File: config.mk
export PLATFORM = sky130hd
export DESIGN_NAME = utcc_fifo
export DESIGN_NICKNAME = d
export VERILOG_FILES = /design/src/hdl/utcc_pkg.sv /design/src/hdl/utcc_fifo.sv
export VERILOG_INCLUDE_DIRS = /design/src /design/src/hdl
export SDC_FILE = /design/constraint.sdc
export NUM_CORES = 1
export LEC_CHECK = 0
export ABC_AREA = 1
export BUFFER_PORTS_ARGS = -buffer_cell sky130_fd_sc_hd__buf_2
export CAP_MARGIN = 20
export CORE_MARGIN = 4
export CORE_UTILIZATION = 34
export CTS_BUF_LIST = sky130_fd_sc_hd__clkbuf_8
export DETAILED_ROUTE_END_ITERATION = 10
export PLACE_DENSITY = 0.56
export SLEW_MARGIN = 40
export SYNTH_ARGS = -nofsm -noshare
export SYNTH_HDL_FRONTEND = slang
export SYNTH_SLANG_ARGS = --single-unit
File: constraint.sdc
create_clock -name aclk -period 4.7 [get_ports aclk]
set_input_delay 0.235 -clock aclk [delete_from_list [all_inputs] [get_ports aclk]]
set_output_delay 0.235 -clock aclk [all_outputs]
set_load 0.05 [all_outputs]
File: src/hdl/assert_macros.svh
// Clocked assertion helpers, sampled at the rising edge of aclk and held off during reset.
`ifndef ASSERT_MACROS_SVH
`define ASSERT_MACROS_SVH

`define ASSERT_CLK(name, prop, msg) \
    name: assert property (@(posedge aclk) disable iff (!aresetn) (prop)) else $error(msg);

`define ASSERT_NEXT(name, pre, post, msg) \
    name: assert property (@(posedge aclk) disable iff (!aresetn) (pre) |=> (post)) \
        else $error(msg);

`endif

File: src/hdl/utcc_pkg.sv
package utcc_pkg;

    localparam int CODEPOINT_SPACE = 1114112;
    localparam int CP_W            = 21;
    localparam logic [CP_W-1:0] CP_MAX = 21'h10FFFF;
    localparam logic [CP_W:0]   SPACE_L = (CP_W+1)'(CODEPOINT_SPACE);

    localparam int ROW_BITS = 64;
    localparam int BIT_W    = $clog2(ROW_BITS);
    localparam int MAP_ROWS = (CODEPOINT_SPACE + ROW_BITS - 1) / ROW_BITS;
    localparam int ROW_W    = (MAP_ROWS > 1) ? $clog2(MAP_ROWS) : 1;

    localparam int QDEPTH = 2;
    localparam int QPTR_W = (QDEPTH > 1) ? $clog2(QDEPTH) : 1;
    localparam int QCNT_W = $clog2(QDEPTH + 1);

    typedef enum logic [1:0] {
        ST_NEW = 2'd0,
        ST_DUP = 2'd1,
        ST_BAD = 2'd2
    } status_t;

    typedef enum logic {
        JOB_LOOKUP = 1'b0,
        JOB_BAD    = 1'b1
    } job_kind_t;

    typedef struct packed {
        job_kind_t       kind;
        logic [CP_W-1:0] cp;
        logic [31:0]     bytes;
        logic [2:0]      count;
    } job_t;

    typedef struct packed {
        logic [31:0] bytes;
        logic [2:0]  count;
    } enc_t;

    function automatic logic in_space(input logic [CP_W-1:0] cp);
        return (cp <= CP_MAX) && ({1'b0, cp} < SPACE_L);
    endfunction

    function automatic enc_t encode(input logic [CP_W-1:0] cp);
        enc_t e;
        if (cp <= 21'h7F) begin
            e.bytes = {24'b0, 1'b0, cp[6:0]};
            e.count = 3'd1;
        end else if (cp <= 21'h7FF) begin
            e.bytes = {16'b0, 2'b10, cp[5:0], 3'b110, cp[10:6]};
            e.count = 3'd2;
        end else if (cp <= 21'hFFFF) begin
            e.bytes = {8'b0, 2'b10, cp[5:0], 2'b10, cp[11:6], 4'b1110, cp[15:12]};
            e.count = 3'd3;
        end else begin
            e.bytes = {2'b10, cp[5:0], 2'b10, cp[11:6], 2'b10, cp[17:12], 5'b11110, cp[20:18]};
            e.count = 3'd4;
        end
        return e;
    endfunction

endpackage

File: src/hdl/utcc_fifo.sv
`include "assert_macros.svh"

module utcc_fifo (
    input  logic           aclk,
    input  logic           aresetn,
    input  logic           push,
    input  utcc_pkg::job_t push_job,
    input  logic           pop,
    output logic           head_valid,
    output utcc_pkg::job_t head_job,
    output logic           full
);

    utcc_pkg::job_t                slot_reg [utcc_pkg::QDEPTH];
    logic [utcc_pkg::QPTR_W-1:0]   wr_ptr_reg, rd_ptr_reg;
    logic [utcc_pkg::QCNT_W-1:0]   count_reg, count_next;

    assign head_valid = (count_reg != '0);
    assign full       = (count_reg == utcc_pkg::QCNT_W'(utcc_pkg::QDEPTH));
    assign head_job   = slot_reg[rd_ptr_reg];

    always_comb begin
        count_next = count_reg;
        if (push && !pop) begin
            count_next = count_reg + 1'b1;
        end else if (pop && !push) begin
            count_next = count_reg - 1'b1;
        end
    end

    always_ff @(posedge aclk) begin
        if (push) begin
            slot_reg[wr_ptr_reg] <= push_job;
        end
    end

    always_ff @(posedge aclk) begin
        if (!aresetn) begin
            wr_ptr_reg <= '0;
            rd_ptr_reg <= '0;
            count_reg  <= '0;
        end else begin
            count_reg <= count_next;
            if (push) begin
                wr_ptr_reg <= (wr_ptr_reg == utcc_pkg::QPTR_W'(utcc_pkg::QDEPTH - 1))
                              ? '0 : wr_ptr_reg + 1'b1;
            end
            if (pop) begin
                rd_ptr_reg <= (rd_ptr_reg == utcc_pkg::QPTR_W'(utcc_pkg::QDEPTH - 1))
                              ? '0 : rd_ptr_reg + 1'b1;
            end
        end
    end

    `ASSERT_CLK(a_no_overflow, !(push && full), "word pushed into a full queue")
    `ASSERT_CLK(a_no_underflow, !(pop && !head_valid), "pop from an empty queue")

endmodule

==> impl_metrics.json <==
{
  "portBuffers": 119,
  "ir_worst_vdd_uv": 225,
  "drc": 0,
  "cts_buffers": 17,
  "largest_register_ffs": 114,
  "grt_pass1_vias": 2615,
  "h-tree-depth": 4,
  "hold_ws_ns": 0.0626,
  "slew_headroom": 0.476,
  "critPathKind": "flip-flop to output port",
  "cts-resized-gates": 0,
  "n_antenna_cell": 0,
  "cp_max_fo": 30,
  "ys_ff_latch": 119,
  "firstDrtPassIters": 4,
  "worst_pin_slew_ns": 0.783,
  "postRouteAntennaNets": 0,
  "fillers": 1128,
  "r2r_cells": 2,
  "stdcell_area_um2": 6270,
  "grt_overflow": 0,
  "start_kind": "flip-flop",
  "fin_nets": 466,
  "period_needed_ns": 2.23,
  "critPathCaptureType": "output port",
  "root_buffer": "clkbuf_8",
  "fin_tns_setup_ns": 0,
  "yosys-top-cells-area": "edfxtp_1 (77%), mux2_4 (10%), mux2_2 (6.8%), dfxtp_1 (2.2%), buf_6 (1.0%)",
  "cp.arrival_ns": 1.99,
  "required_ns": 4.47,
  "dpl-instance-area_um2": 5260,
  "grt_setup_unrepaired": "no",
  "p_per_area_nw_per_um2": 421,
  "yosysTopAreaCellShare": 0.767,
  "yosys.area.top_type": "edfxtp_1",
  "netlist_instances": 212,
  "gp_congestion": 0.672,
  "io_pins": 120,
  "syn2layout_area_growth_pct": 40.5,
  "whs_path_depth": 3,
  "hold_viol": 0,
  "fp.dieH_um": 123,
  "grt_max_degree": 58,
  "r2r_start": "wr_ptr_reg",
  "outcome": "completed",
  "synth_nets": 274,
  "slew_viol_final": 0,
  "drv_cap": 0,
  "core-area_um2": 12700,
  "netlist_area_um2": 4460,
  "grtUsageTotal": 0.119,
  "avgSynthCellArea_um2": 21.0,
  "rows": 41,
  "antenna_found_initial": 0,
  "drive_gt1_frac": 0.506,
  "finalCritPeriodShare": 0.474,
  "hold_path_end": "wr_ptr_reg",
  "path_clk_slew_ns": 0.07,
  "power.leakage_nw": 2.49,
  "viasPerCell": 4.22,
  "cts.path.max_buffers": 2,
  "start_util": 0.351,
  "cts_tree": "done",
  "min_from": "aresetn",
  "r2r-end": "slot_reg[0][23]",
  "yosys_warnings": 0,
  "fmax_ghz": 0.449,
  "hp-class": "input port to flip-flop",
  "drtIter0Drc": 86,
  "die_w_um": 123,
  "clock_latency_ns": 0.43,
  "avgRoutedWirePerCell_um": 14.3,
  "reg2reg_slack_ns": 2.81,
  "setup_viol_count_final": 0,
  "cts_sinks": 119,
  "grt_pass1_wl_um": 13000,
  "dpl.hpwl_um": 5200,
  "synth-seq-area-share": 0.790,
  "vias": 2487,
  "ys_types": 14,
  "fin_skew_ns": 0.00802,
  "die-area_um2": 15000,
  "drt_wl_total_um": 8420,
  "p_total_mw": 2.64
}
## worst max-delay path, cell delays in order, from the launching register on
cell	delay [ns]
dfxtp_4	0.65
buf_12	0.28
mux2_2	0.38
buf_2	0.22
## placed cells by master, fill, tap and decap left out, types with 2 or more instances in the layout
master,n
edfxtp_1,114
nor2_1,7
dlygate4sd3_1,57
bufinv_16,4
dfxtp_1,4
clkbuf_8,20
inv_1,10
clkinv_2,4
buf_2,119
mux2_4,30
mux2_2,27
buf_4,2
nand2_1,9
## kinds of logic after synthesis
group,Yosys count,synth area share
flops,119,0.790
fa+ha+maj,1,0.00280
simple gates,19,0.0168
buf+inv,14,0.0191
mux,57,0.169
compound gates,2,0.00224
## layer usage
metal  GRT usage  up-vias  part of all wire
met5           0        -                 0
met4      0.0609        0             0.020
met3      0.0479       14             0.067
met2       0.194       88              0.50
met1       0.134     1184              0.42
li1            -     1201                 -
## report_power, final
| part | switching, mW | internal, mW | total (mW) |
|---|---|---|---|
| Combinational | 0.259 | 0.144 | 0.404 |
| Clock | 0.377 | 0.611 | 0.987 |
| Sequential | 0.0225 | 1.23 | 1.25 |
## metrics by stage
stage,util,cells,setup WS [ns]
final,0.493,589,2.47
after detailed placement,0.414,500,2.67
after global placement,0.412,499,2.71
after global routing,0.493,589,2.34
after floorplan,-,212,1.52
after CTS,0.493,589,2.38
## timing repair
action,CTS,global route
hold endpoints to repair,114,0
hold buffers,57,0
setup buffers,0,0
## synthesized netlist by cell type
cell type	instances
nor2_1	8
nand4_1	1
buf_2	2
buf_6	4
mux2_2	27
nand2_1	9
edfxtp_1	114
dfxtp_1	5
ha_1	1
inv_1	8
nand3_1	1
mux2_4	30
o21ai_0	1
a21oi_1	1
## cell type report
type,instances,area (um2),share of cell area
flip-flops and latches,119,3530,0.563
repair buffers,179,1200,0.192
multi-input cells,79,860,0.137
clock buffers,20,275,0.0439
well taps,172,215,0.0343
clock inverters,12,159,0.0254
inverters,8,30.0,0.00479
## worst max-delay path by stage
stage	start	end	slack, ns	cells after the start
global placement	push	slot_reg[0][30]	2.71	4
detailed placement	push	slot_reg[0][30]	2.67	4
finish	flip-flop	head_job[37]	2.47	3
floorplan	wr_ptr_reg	slot_reg[0][0]	1.52	1
global route	flip-flop	head_job[37]	2.34	3
CTS	flip-flop	head_job[37]	2.38	3
Note: power is estimated with default switching activity, not from simulation.
