**src/hdl/assert_macros.svh**
```systemverilog
// Clocked assertion helpers, sampled at the rising edge of aclk and held off during reset.
`ifndef ASSERT_MACROS_SVH
`define ASSERT_MACROS_SVH

`define ASSERT_CLK(name, prop, msg) \
    name: assert property (@(posedge aclk) disable iff (!aresetn) (prop)) else $error(msg);

`define ASSERT_NEXT(name, pre, post, msg) \
    name: assert property (@(posedge aclk) disable iff (!aresetn) (pre) |=> (post)) \
        else $error(msg);

`endif

```
**src/hdl/utcc_pkg.sv**
```systemverilog
package utcc_pkg;

    localparam int CODEPOINT_SPACE = 1114112;
    localparam int CP_W            = 21;
    localparam logic [CP_W-1:0] CP_MAX = 21'h10FFFF;
    localparam logic [CP_W:0]   SPACE_L = (CP_W+1)'(CODEPOINT_SPACE);

    localparam int ROW_BITS = 64;
    localparam int BIT_W    = $clog2(ROW_BITS);
    localparam int MAP_ROWS = (CODEPOINT_SPACE + ROW_BITS - 1) / ROW_BITS;
    localparam int ROW_W    = (MAP_ROWS > 1) ? $clog2(MAP_ROWS) : 1;

    localparam int QDEPTH = 2;
    localparam int QPTR_W = (QDEPTH > 1) ? $clog2(QDEPTH) : 1;
    localparam int QCNT_W = $clog2(QDEPTH + 1);

    typedef enum logic [1:0] {
        ST_NEW = 2'd0,
        ST_DUP = 2'd1,
        ST_BAD = 2'd2
    } status_t;

    typedef enum logic {
        JOB_LOOKUP = 1'b0,
        JOB_BAD    = 1'b1
    } job_kind_t;

    typedef struct packed {
        job_kind_t       kind;
        logic [CP_W-1:0] cp;
        logic [31:0]     bytes;
        logic [2:0]      count;
    } job_t;

    typedef struct packed {
        logic [31:0] bytes;
        logic [2:0]  count;
    } enc_t;

    function automatic logic in_space(input logic [CP_W-1:0] cp);
        return (cp <= CP_MAX) && ({1'b0, cp} < SPACE_L);
    endfunction

    function automatic enc_t encode(input logic [CP_W-1:0] cp);
        enc_t e;
        if (cp <= 21'h7F) begin
            e.bytes = {24'b0, 1'b0, cp[6:0]};
            e.count = 3'd1;
        end else if (cp <= 21'h7FF) begin
            e.bytes = {16'b0, 2'b10, cp[5:0], 3'b110, cp[10:6]};
            e.count = 3'd2;
        end else if (cp <= 21'hFFFF) begin
            e.bytes = {8'b0, 2'b10, cp[5:0], 2'b10, cp[11:6], 4'b1110, cp[15:12]};
            e.count = 3'd3;
        end else begin
            e.bytes = {2'b10, cp[5:0], 2'b10, cp[11:6], 2'b10, cp[17:12], 5'b11110, cp[20:18]};
            e.count = 3'd4;
        end
        return e;
    endfunction

endpackage

```
**src/hdl/utcc_front.sv**
```systemverilog
module utcc_front (
    input  logic                            aclk,
    input  logic                            aresetn,
    input  logic                            s_valid,
    output logic                            s_ready,
    input  logic                            s_command,
    input  logic [7:0]                      s_data_byte,
    input  logic [utcc_pkg::CP_W-1:0]       s_codepoint_in,
    input  logic                            queue_full,
    input  logic                            init_done,
    output logic                            push,
    output utcc_pkg::job_t                  push_job
);

    logic [utcc_pkg::CP_W-1:0] value_reg, value_next;
    logic [31:0]               bytes_reg, bytes_next;
    logic [2:0]                need_reg, need_next;
    logic [2:0]                seen_reg, seen_next;
    logic                      emit;
    logic                      accept;
    logic [utcc_pkg::CP_W-1:0] cont_value;
    logic [31:0]               cont_bytes;
    logic [2:0]                cont_seen;
    utcc_pkg::enc_t            enc;

    assign s_ready = !queue_full && init_done;
    assign accept  = s_valid && s_ready;
    assign push    = accept && emit;

    assign cont_value = {value_reg[utcc_pkg::CP_W-7:0], s_data_byte[5:0]};
    assign cont_bytes = bytes_reg | ({24'b0, s_data_byte} << {seen_reg[1:0], 3'b000});
    assign cont_seen  = seen_reg + 3'd1;
    assign enc        = utcc_pkg::encode(s_codepoint_in);

    always_comb begin
        value_next = value_reg;
        bytes_next = bytes_reg;
        need_next  = need_reg;
        seen_next  = seen_reg;
        emit       = 1'b0;
        push_job   = '0;
        if (s_command) begin
            value_next = '0;
            bytes_next = '0;
            need_next  = '0;
            seen_next  = '0;
            emit       = 1'b1;
            if (utcc_pkg::in_space(s_codepoint_in)) begin
                push_job.kind  = utcc_pkg::JOB_LOOKUP;
                push_job.cp    = s_codepoint_in;
                push_job.bytes = enc.bytes;
                push_job.count = enc.count;
            end else begin
                push_job.kind = utcc_pkg::JOB_BAD;
            end
        end else if (need_reg == 3'd0) begin
            priority if (s_data_byte == 8'h00) begin
                emit = 1'b0;
            end else if (!s_data_byte[7]) begin
                emit           = 1'b1;
                push_job.kind  = utcc_pkg::JOB_LOOKUP;
                push_job.cp    = {13'b0, s_data_byte};
                push_job.bytes = {24'b0, s_data_byte};
                push_job.count = 3'd1;
            end else if (s_data_byte[7:5] == 3'b110) begin
                need_next  = 3'd2;
                value_next = {16'b0, s_data_byte[4:0]};
                bytes_next = {24'b0, s_data_byte};
                seen_next  = 3'd1;
            end else if (s_data_byte[7:4] == 4'b1110) begin
                need_next  = 3'd3;
                value_next = {17'b0, s_data_byte[3:0]};
                bytes_next = {24'b0, s_data_byte};
                seen_next  = 3'd1;
            end else if (s_data_byte[7:3] == 5'b11110) begin
                need_next  = 3'd4;
                value_next = {18'b0, s_data_byte[2:0]};
                bytes_next = {24'b0, s_data_byte};
                seen_next  = 3'd1;
            end else begin
                emit          = 1'b1;
                push_job.kind = utcc_pkg::JOB_BAD;
            end
        end else if (cont_seen < need_reg) begin
            value_next = cont_value;
            bytes_next = cont_bytes;
            seen_next  = cont_seen;
        end else begin
            value_next     = '0;
            bytes_next     = '0;
            need_next      = '0;
            seen_next      = '0;
            emit           = 1'b1;
            push_job.cp    = cont_value;
            push_job.bytes = cont_bytes;
            push_job.count = need_reg;
            push_job.kind  = utcc_pkg::in_space(cont_value) ? utcc_pkg::JOB_LOOKUP
                                                           : utcc_pkg::JOB_BAD;
        end
    end

    always_ff @(posedge aclk) begin
        if (!aresetn) begin
            value_reg <= '0;
            bytes_reg <= '0;
            need_reg  <= '0;
            seen_reg  <= '0;
        end else if (accept) begin
            value_reg <= value_next;
            bytes_reg <= bytes_next;
            need_reg  <= need_next;
            seen_reg  <= seen_next;
        end
    end

endmodule

```
**config.mk**
```make
export PLATFORM = sky130hd
export DESIGN_NAME = utcc_front
export DESIGN_NICKNAME = d
export VERILOG_FILES = /design/src/hdl/assert_macros.svh /design/src/hdl/utcc_pkg.sv /design/src/hdl/utcc_front.sv
export SDC_FILE = /design/constraint.sdc
export NUM_CORES = 1
export LEC_CHECK = 0
export ABC_CLOCK_PERIOD_IN_PS = 7100
export BUFFER_PORTS_ARGS = -buffer_cell sky130_fd_sc_hd__buf_2
export CORE_ASPECT_RATIO = 1.1
export CORE_MARGIN = 5
export CORE_UTILIZATION = 58
export CTS_BUF_LIST = sky130_fd_sc_hd__clkbuf_4 sky130_fd_sc_hd__clkbuf_8
export DETAILED_ROUTE_END_ITERATION = 16
export PLACE_DENSITY = 0.88
export SKIP_CTS_REPAIR_TIMING = 1
export SYNTH_ARGS = -nofsm -noshare
export SYNTH_HDL_FRONTEND = slang
export SYNTH_SLANG_ARGS = --single-unit
```
**constraint.sdc**
```tcl
create_clock -name aclk -period 7.1 [get_ports aclk]
set_clock_uncertainty 0.15 [all_clocks]
set_input_delay 1.775 -clock aclk [delete_from_list [all_inputs] [get_ports aclk]]
set_output_delay 1.775 -clock aclk [all_outputs]
set_load 0.02 [all_outputs]
```
==> tab_implementation.tex, run 1 <==
\begin{tabular}{lr}
\hline
Metric & Value \\
\hline
\multicolumn{2}{l}{\textbf{Clock tree}} \\
Clk pin slew, worst setup/hold paths & 90 ps \\
Number of buffers created by CTS & 5 \\
Clock Sinks & 53 \\
Later-pin clock latency in the skew report & 320 ps \\
Number of buffers between clock root and the deepest sink & 2 \\
Clock root buffer & sky130\_fd\_sc\_hd\_\_clkbuf\_8 \\
H-Tree Depth & 2 \\
Clock tree from TritonCTS & yes \\
\multicolumn{2}{l}{\textbf{STA}} \\
Min Clock Period, post-route & 5800 ps \\
RSZ-0062 raised after global routing & no \\
Pins Over Slew Limit & 0 \\
Final setup vio count & 0 \\
Smallest hold slack & 324 ps \\
Max transition margin & 0.301 \\
FMAX & 173 MHz \\
Pin slew with the least headroom to its limit & 1050 ps \\
Number of hold violations in the final report & 0 \\
Setup TNS Final & 0 ps \\
Final period utilization & 0.816 \\
\multicolumn{2}{l}{\textbf{Yosys}} \\
Largest cells by area after synthesis & sky130\_fd\_sc\_hd\_\_dfxtp\_1 (33\%), sky130\_fd\_sc\_hd\_\_a22o\_1 (6.5\%), sky130\_fd\_sc\_hd\_\_a21oi\_1 (5.7\%), sky130\_fd\_sc\_hd\_\_a31oi\_1 (5.2\%), sky130\_fd\_sc\_hd\_\_nand2\_1 (5.1\%) \\
Share of synthesized area occupied by flip-flops and latches & 0.326 \\
Post-synthesis cell area & 0.00326 mm\^{}2 \\
Synth async-reset ratio & 0 \\
Netlist cell types & 51 \\
Mean Syn Cell Area & 7.42 um\^{}2 \\
Net Count, Synth & 477 \\
Post-synthesis instance total & 439 \\
Post-synthesis cell type with the largest combined area & sky130\_fd\_sc\_hd\_\_dfxtp\_1 \\
Seq cells post-synth & 53 \\
Number of enable flip-flop cells after synthesis & 0 \\
Synth top area share & 0.326 \\
Commonest register cell after synthesis & sky130\_fd\_sc\_hd\_\_dfxtp\_1 \\
Total of warnings raised by yosys & 0 \\
\multicolumn{2}{l}{\textbf{Place}} \\
Area after detailed placement & 0.00368 mm\^{}2 \\
Detailed placer's ending HPWL & 8020 um \\
Routability congestion estimate from global placement & 0.950 \\
Number of buffer cells added on primary ports & 93 \\
\multicolumn{2}{l}{\textbf{Floorplan}} \\
Die height & 88.6 um \\
Total number of placement rows & 28 \\
Core region area & 0.00543 mm\^{}2 \\
Horizontal extent of the die & 81.5 um \\
Die footprint & 0.00722 mm\^{}2 \\
Initial core utilization & 0.600 \\
I/O pin count & 94 \\
\multicolumn{2}{l}{\textbf{Global route}} \\
Number of antenna violations at the first check in global routing & 0 \\
Wire length of the first global-routing pass & 17,400 um \\
Maximum number of pins on one net before global-route repair & 40 \\
Number of global-route vias before repair & 3,403 \\
Leftover overflow at the end of global routing & 0 \\
Global routing usage summed across all routing layers & 0.312 \\
\multicolumn{2}{l}{\textbf{Detailed routing}} \\
DRC Markers & 0 \\
Total wirelength of the detailed-routed design & 11,200 um \\
Overall via count from detail\_route & 3,879 \\
Antenna-violating nets left & 0 \\
Average wire per cell in the routed design & 19.3 um \\
First drt pass iteration count & 5 \\
Post-detailed-route via-to-cell ratio & 6.69 \\
First-iteration detailed-routing DRC count & 460 \\
\multicolumn{2}{l}{\textbf{Critical path}} \\
Reg2reg start & seen\_reg[0] \\
Reg2reg path depth & 8 \\
Data arrival time at the worst-slack endpoint & 3870 ps \\
Worst setup EP type & output port \\
Sort of element at the start of the critical path & primary input \\
RR Endpoint & bytes\_reg[13] \\
Slack of the worst reg-to-reg path & 3740 ps \\
Required arrival time at the worst endpoint & 5180 ps \\
Worst setup path category & in2out \\
Largest fanout of any net on the critical path & 19 \\
\multicolumn{2}{l}{\textbf{Job}} \\
Maximum Capacitance Violations & 0 \\
\multicolumn{2}{l}{\textbf{Min path}} \\
Hold/Removal Path Class & reg2reg \\
Cell depth of the worst hold path & 2 \\
Hold EP & value\_reg[9] \\
Hold path startpoint & value\_reg[9] \\
\multicolumn{2}{l}{\textbf{Finish}} \\
Area delta synth->final & 16.0\% \\
Antenna diode count & 0 \\
Most frequent cells in the layout & sky130\_fd\_sc\_hd\_\_buf\_2 (93), sky130\_fd\_sc\_hd\_\_dfxtp\_1 (53), sky130\_fd\_sc\_hd\_\_nand2\_1 (44), sky130\_fd\_sc\_hd\_\_nor2\_1 (43), sky130\_fd\_sc\_hd\_\_a21oi\_1 (36) \\
Most common library cell in the layout ignoring fill and taps & sky130\_fd\_sc\_hd\_\_buf\_2 \\
Final-stage net count & 542 \\
Cell area after layout & 0.00378 mm\^{}2 \\
Share of post-route cells with drive strength above 1 & 0.230 \\
Number of flip-flops under the largest register name & 32 \\
\multicolumn{2}{l}{\textbf{Power}} \\
Power density normalized to cell area & 165 mW/mm\^{}2 \\
VDD IR-drop max & 0.100 mV \\
P\_leak & 1.54 nW \\
Overall power of the completed layout & 0.624 mW \\
\multicolumn{2}{l}{\textbf{Run status}} \\
Result of the run & completed \\
\hline
\end{tabular}
==> critical path: stages <==
cell and delay, ps:
sky130_fd_sc_hd__buf_2 120, sky130_fd_sc_hd__or4_1 570, sky130_fd_sc_hd__a21oi_2 520, sky130_fd_sc_hd__buf_4 330, sky130_fd_sc_hd__nand2_1 170, sky130_fd_sc_hd__o21ai_0 150, sky130_fd_sc_hd__buf_2 230
==> power breakdown <==
part	switching [mW]	internal [mW]	total, mW
logic	0.0933	0.0405	0.134
clock network	0.110	0.0813	0.191
registers	0.00104	0.298	0.299
==> worst max-delay path by stage <==
stage                              end  cells after the start          startpoint
after CTS                 push_job[18]                      7  s_codepoint_in[19]
after detailed placement  push_job[18]                      7  s_codepoint_in[19]
after global routing      push_job[18]                      7  s_codepoint_in[19]
after global placement    push_job[18]                      7  s_codepoint_in[19]
after floorplan            push_job[6]                      6  s_codepoint_in[14]
final                     push_job[18]                      7  s_codepoint_in[19]
==> cell type report <==
class | instances | area (um^2)
repair buffers | 97 | 495
multi-input cells | 342 | 2010
flip-flops and latches | 53 | 1060
well taps | 75 | 93.8
clock inverters | 2 | 17.5
fillers | 473 | 1650
inverters | 5 | 18.8
clock buffers | 6 | 82.6
==> synth_stat cells, drive strengths merged, types with 3 or more instances <==
cell and n:
or4 5, ha 3, a21oi 38, a211oi 5, a21o 4, inv 4
dfxtp 53, o21bai 3, buf 15, a21boi 18, o21ai 35, nand2 44
o211ai 4, nor2 45, o22ai 16, nor4 4, nor2b 3, o31ai 3
a22oi 11, nor3 5, nand3 20, a22o 24, and3 5, clkbuf 24
a31oi 27
==> metrics by stage <==
step,instances,util,setup slack [ps]
global placement,572,0.677,1420
detailed placement,572,0.677,1340
global route,580,0.696,1210
floorplan,439,-,1790
CTS,580,0.696,1350
finish,580,0.696,1300
==> routing by layer <==
layer | vias up | GRT usage | routed length [um]
met2 | 287 | 0.485 | 5090
met5 | - | 0 | 0
li1 | 1778 | - | -
met4 | 0 | 0.147 | 517
met3 | 47 | 0.0764 | 1270
met1 | 1767 | 0.406 | 4320
==> logic make-up after synthesis <==
kind of cell,count (synthesis),share of synthesized area
adder cells (fa/ha/maj),3,0.0115
XOR/XNOR,1,0.00269
AO/OA/AOI/OAI,197,0.397
flip-flops,53,0.326
AND/OR/NAND/NOR,141,0.204
buffers and inverters,44,0.0584
No activity file was read; power rests on OpenSTA's default activity.
==> inputs of run 2 (changes only) <==
Settings changed: ABC_AREA from default to 1, ABC_CLOCK_PERIOD_IN_PS 7100 to 5890, CORE_UTILIZATION 58 to 56, PLACE_DENSITY 0.88 to 0.83.
Clock period 7.1 ns to 5.89 ns, I/O delays scaled along.
==> tab_implementation.tex, run 2 <==
\begin{tabular}{lr}
\hline
Metric & Value \\
\hline
\multicolumn{2}{l}{\textbf{Run status}} \\
Result of the run & completed \\
\multicolumn{2}{l}{\textbf{Critical path}} \\
Slack of the worst reg-to-reg path & 3440 ps (-300 ps) \\
Reg2reg start & seen\_reg[0] \\
Reg2reg path depth & 10 (+2) \\
Data arrival time at the worst-slack endpoint & 3260 ps (-610 ps) \\
Required arrival time at the worst endpoint & 4270 ps (-910 ps) \\
Worst setup EP type & output port \\
CP Capture Point & push\_job[2] \\
Worst setup path category & in2out \\
Setup crit start & s\_codepoint\_in[11] \\
Sort of element at the start of the critical path & primary input \\
RR Endpoint & bytes\_reg[16] \\
Largest fanout of any net on the critical path & 13 (-6) \\
\multicolumn{2}{l}{\textbf{Detailed routing}} \\
DRC Markers & 0 (unchanged) \\
Average wire per cell in the routed design & 15.8 um (-18\%) \\
Total wirelength of the detailed-routed design & 12,800 um (+15\%) \\
Antenna-violating nets left & 0 (unchanged) \\
Overall via count from detail\_route & 4,664 (+20\%) \\
First drt pass iteration count & 5 (unchanged) \\
First-iteration detailed-routing DRC count & 579 (+26\%) \\
Post-detailed-route via-to-cell ratio & 5.72 (-14\%) \\
\multicolumn{2}{l}{\textbf{Power}} \\
Register share of total power & 0.418 (-0.061) \\
Clk pwr share & 0.291 (-0.015) \\
Power density normalized to cell area & 197 mW/mm\^{}2 (+19\%) \\
Internal & 0.572 mW (+36\%) \\
Logic gate share of total power & 0.290 (+0.076) \\
VDD IR-drop max & 0.129 mV (+29\%) \\
Overall power of the completed layout & 0.887 mW (+42\%) \\
Net Sw Power & 0.315 mW (+54\%) \\
Net switching share of the total power & 0.355 (+0.0277) \\
P\_leak & 2.27 nW (+47\%) \\
\multicolumn{2}{l}{\textbf{Floorplan}} \\
Die footprint & 0.00896 mm\^{}2 (+24\%) \\
Core region area & 0.00701 mm\^{}2 (+29\%) \\
Die height & 98.8 um (+12\%) \\
I/O pin count & 94 (unchanged) \\
Initial core utilization & 0.573 (-0.0269) \\
Total number of placement rows & 32 (+14\%) \\
Horizontal extent of the die & 90.7 um (+11\%) \\
\multicolumn{2}{l}{\textbf{Finish}} \\
Area delta synth->final & 12.1\% \\
End-of-flow core utilization & 0.642 (-0.0539) \\
Share of post-route cells with drive strength above 1 & 0.199 (-0.0311) \\
Most frequent cells in the layout & sky130\_fd\_sc\_hd\_\_nand2\_1 (170), sky130\_fd\_sc\_hd\_\_buf\_2 (93), sky130\_fd\_sc\_hd\_\_inv\_1 (89), sky130\_fd\_sc\_hd\_\_nor2\_1 (65), sky130\_fd\_sc\_hd\_\_o21ai\_0 (58) \\
Most common library cell in the layout ignoring fill and taps & sky130\_fd\_sc\_hd\_\_nand2\_1 \\
Antenna diode count & 0 (unchanged) \\
Final-stage net count & 767 (+42\%) \\
Number of flip-flops under the largest register name & 32 (unchanged) \\
\multicolumn{2}{l}{\textbf{STA}} \\
Pins Over Slew Limit & 0 (unchanged) \\
Pin slew with the least headroom to its limit & 685 ps (-361 ps) \\
Max transition margin & 0.542 (+0.241) \\
Number of hold violations in the final report & 0 (unchanged) \\
Min Clock Period, post-route & 4880 ps \\
Setup TNS Final & 0 ps (unchanged) \\
Final period utilization & 0.829 \\
Final setup vio count & 0 (unchanged) \\
RSZ-0062 raised after global routing & no \\
FMAX & 205 MHz \\
\multicolumn{2}{l}{\textbf{Clock tree}} \\
Number of buffers between clock root and the deepest sink & 2 (unchanged) \\
H-Tree Depth & 2 (unchanged) \\
Clock Sinks & 53 (unchanged) \\
Later-pin clock latency in the skew report & 310 ps (about the same) \\
Number of buffers created by CTS & 5 (unchanged) \\
Clk pin slew, worst setup/hold paths & 100 ps (about the same) \\
Clock tree from TritonCTS & yes \\
Clock root buffer & sky130\_fd\_sc\_hd\_\_clkbuf\_8 \\
\multicolumn{2}{l}{\textbf{Yosys}} \\
Post-synthesis cell area & 0.00401 mm\^{}2 (+23\%) \\
Total of warnings raised by yosys & 0 (unchanged) \\
Commonest cells in the netlist & sky130\_fd\_sc\_hd\_\_nand2\_1 (170), sky130\_fd\_sc\_hd\_\_inv\_1 (89), sky130\_fd\_sc\_hd\_\_nor2\_1 (65) \\
Netlist cell types & 38 (-25\%) \\
Mean Syn Cell Area & 6.08 um\^{}2 (-18\%) \\
Net Count, Synth & 698 (+46\%) \\
Leading cell type by number of instances after synthesis & sky130\_fd\_sc\_hd\_\_nand2\_1 \\
Commonest register cell after synthesis & sky130\_fd\_sc\_hd\_\_dfxtp\_1 \\
Post-synthesis instance total & 660 (+50\%) \\
Synth async-reset ratio & 0 (unchanged) \\
Seq cells post-synth & 53 (unchanged) \\
Synth top area share & 0.264 (-0.0614) \\
Largest cells by area after synthesis & sky130\_fd\_sc\_hd\_\_dfxtp\_1 (26\%), sky130\_fd\_sc\_hd\_\_nand2\_1 (16\%), sky130\_fd\_sc\_hd\_\_inv\_1 (8.3\%), sky130\_fd\_sc\_hd\_\_o21ai\_0 (7.2\%), sky130\_fd\_sc\_hd\_\_nor2\_1 (6.1\%) \\
Post-synthesis cell type with the largest combined area & sky130\_fd\_sc\_hd\_\_dfxtp\_1 \\
Share of synthesized area occupied by flip-flops and latches & 0.264 (-0.0614) \\
Number of enable flip-flop cells after synthesis & 0 (unchanged) \\
\multicolumn{2}{l}{\textbf{Min path}} \\
Hold/Removal Path Class & reg2reg \\
\multicolumn{2}{l}{\textbf{Job}} \\
Maximum Capacitance Violations & 0 (unchanged) \\
\multicolumn{2}{l}{\textbf{Global route}} \\
Maximum number of pins on one net before global-route repair & 61 (+53\%) \\
Number of global-route vias before repair & 4,234 (+24\%) \\
Number of antenna violations at the first check in global routing & 0 (unchanged) \\
Global routing usage summed across all routing layers & 0.277 (-0.0358) \\
Leftover overflow at the end of global routing & 0 (unchanged) \\
Wire length of the first global-routing pass & 20,400 um (+18\%) \\
\multicolumn{2}{l}{\textbf{Place}} \\
Routability congestion estimate from global placement & 0.940 (-0.98\%) \\
Detailed placer's ending HPWL & 9540 um (+19\%) \\
Number of buffer cells added on primary ports & 93 (unchanged) \\
\hline
\end{tabular}
## run 2: power groups by stage
stage	clock network [mW]	logic, mW	registers [mW]
3_3_place_gp	0	0.250	0.379
3_5_place_dp	0	0.252	0.379
6_report	0.258	0.257	0.371
4_1_cts	0.263	0.253	0.371
2_1_floorplan	0	0.178	0.378
5_1_grt	0.282	0.278	0.372
## run 2: worst max-delay path: stages
cell	delay, ps
sky130_fd_sc_hd__buf_2	120
sky130_fd_sc_hd__nor2_1	270
sky130_fd_sc_hd__nand2_1	90
sky130_fd_sc_hd__nor2_1	120
sky130_fd_sc_hd__nand2_2	140
sky130_fd_sc_hd__nand2_2	240
sky130_fd_sc_hd__inv_2	150
sky130_fd_sc_hd__nand2_1	310
sky130_fd_sc_hd__o31ai_1	140
sky130_fd_sc_hd__buf_2	180
## run 2: area by class of cell
cell class              instances  area, um^2
clock buffers                   6        76.3
clock inverters                 2        38.8
fillers                       676        2510
inverters                      98         369
multi-input cells             474        2350
flip-flops and latches         53        1060
well taps                      85         106
repair buffers                 97         495
## run 2: cells by family after synthesis
family,count (synthesis),synth area share
buf+inv,133,0.150
xor+xnor,1,0.00218
simple gates,329,0.361
fa+ha+maj,3,0.00935
compound gates,141,0.213
flops,53,0.264
## run 2: how the worst min path moves through the flow
stage                       start             to  slack, ps  depth (start not counted)
floorplan           bytes_reg[14]  bytes_reg[14]        280                          2
global placement    bytes_reg[14]  bytes_reg[14]        290                          2
detailed placement  bytes_reg[14]  bytes_reg[14]        300                          2
CTS                 bytes_reg[14]  bytes_reg[14]        320                          2
global route        bytes_reg[14]  bytes_reg[14]        320                          2
finish              bytes_reg[14]  bytes_reg[14]        310                          2
## run 2: metrics by stage
| step | hold slack (ps) | instances | instance area [um^2] | setup slack, ps |
|---|---|---|---|---|
| floorplan | 280 | 660 | 4010 | 1620 |
| global placement | 289 | 807 | 4380 | 1080 |
| detailed placement | 302 | 807 | 4380 | 1060 |
| CTS | 317 | 815 | 4500 | 1060 |
| global route | 324 | 815 | 4500 | 839 |
| finish | 315 | 815 | 4500 | 1010 |
## run 2: metal layers
metal / vias up / wire length (um) / GRT usage / share of wire
li1: 2242 / - / - / -
met1: 2139 / 5230 / 0.357 / 0.41
met2: 240 / 5970 / 0.453 / 0.46
met3: 43 / 1220 / 0.0588 / 0.095
met4: 0 / 431 / 0.103 / 0.034
met5: - / 0 / 0 / 0
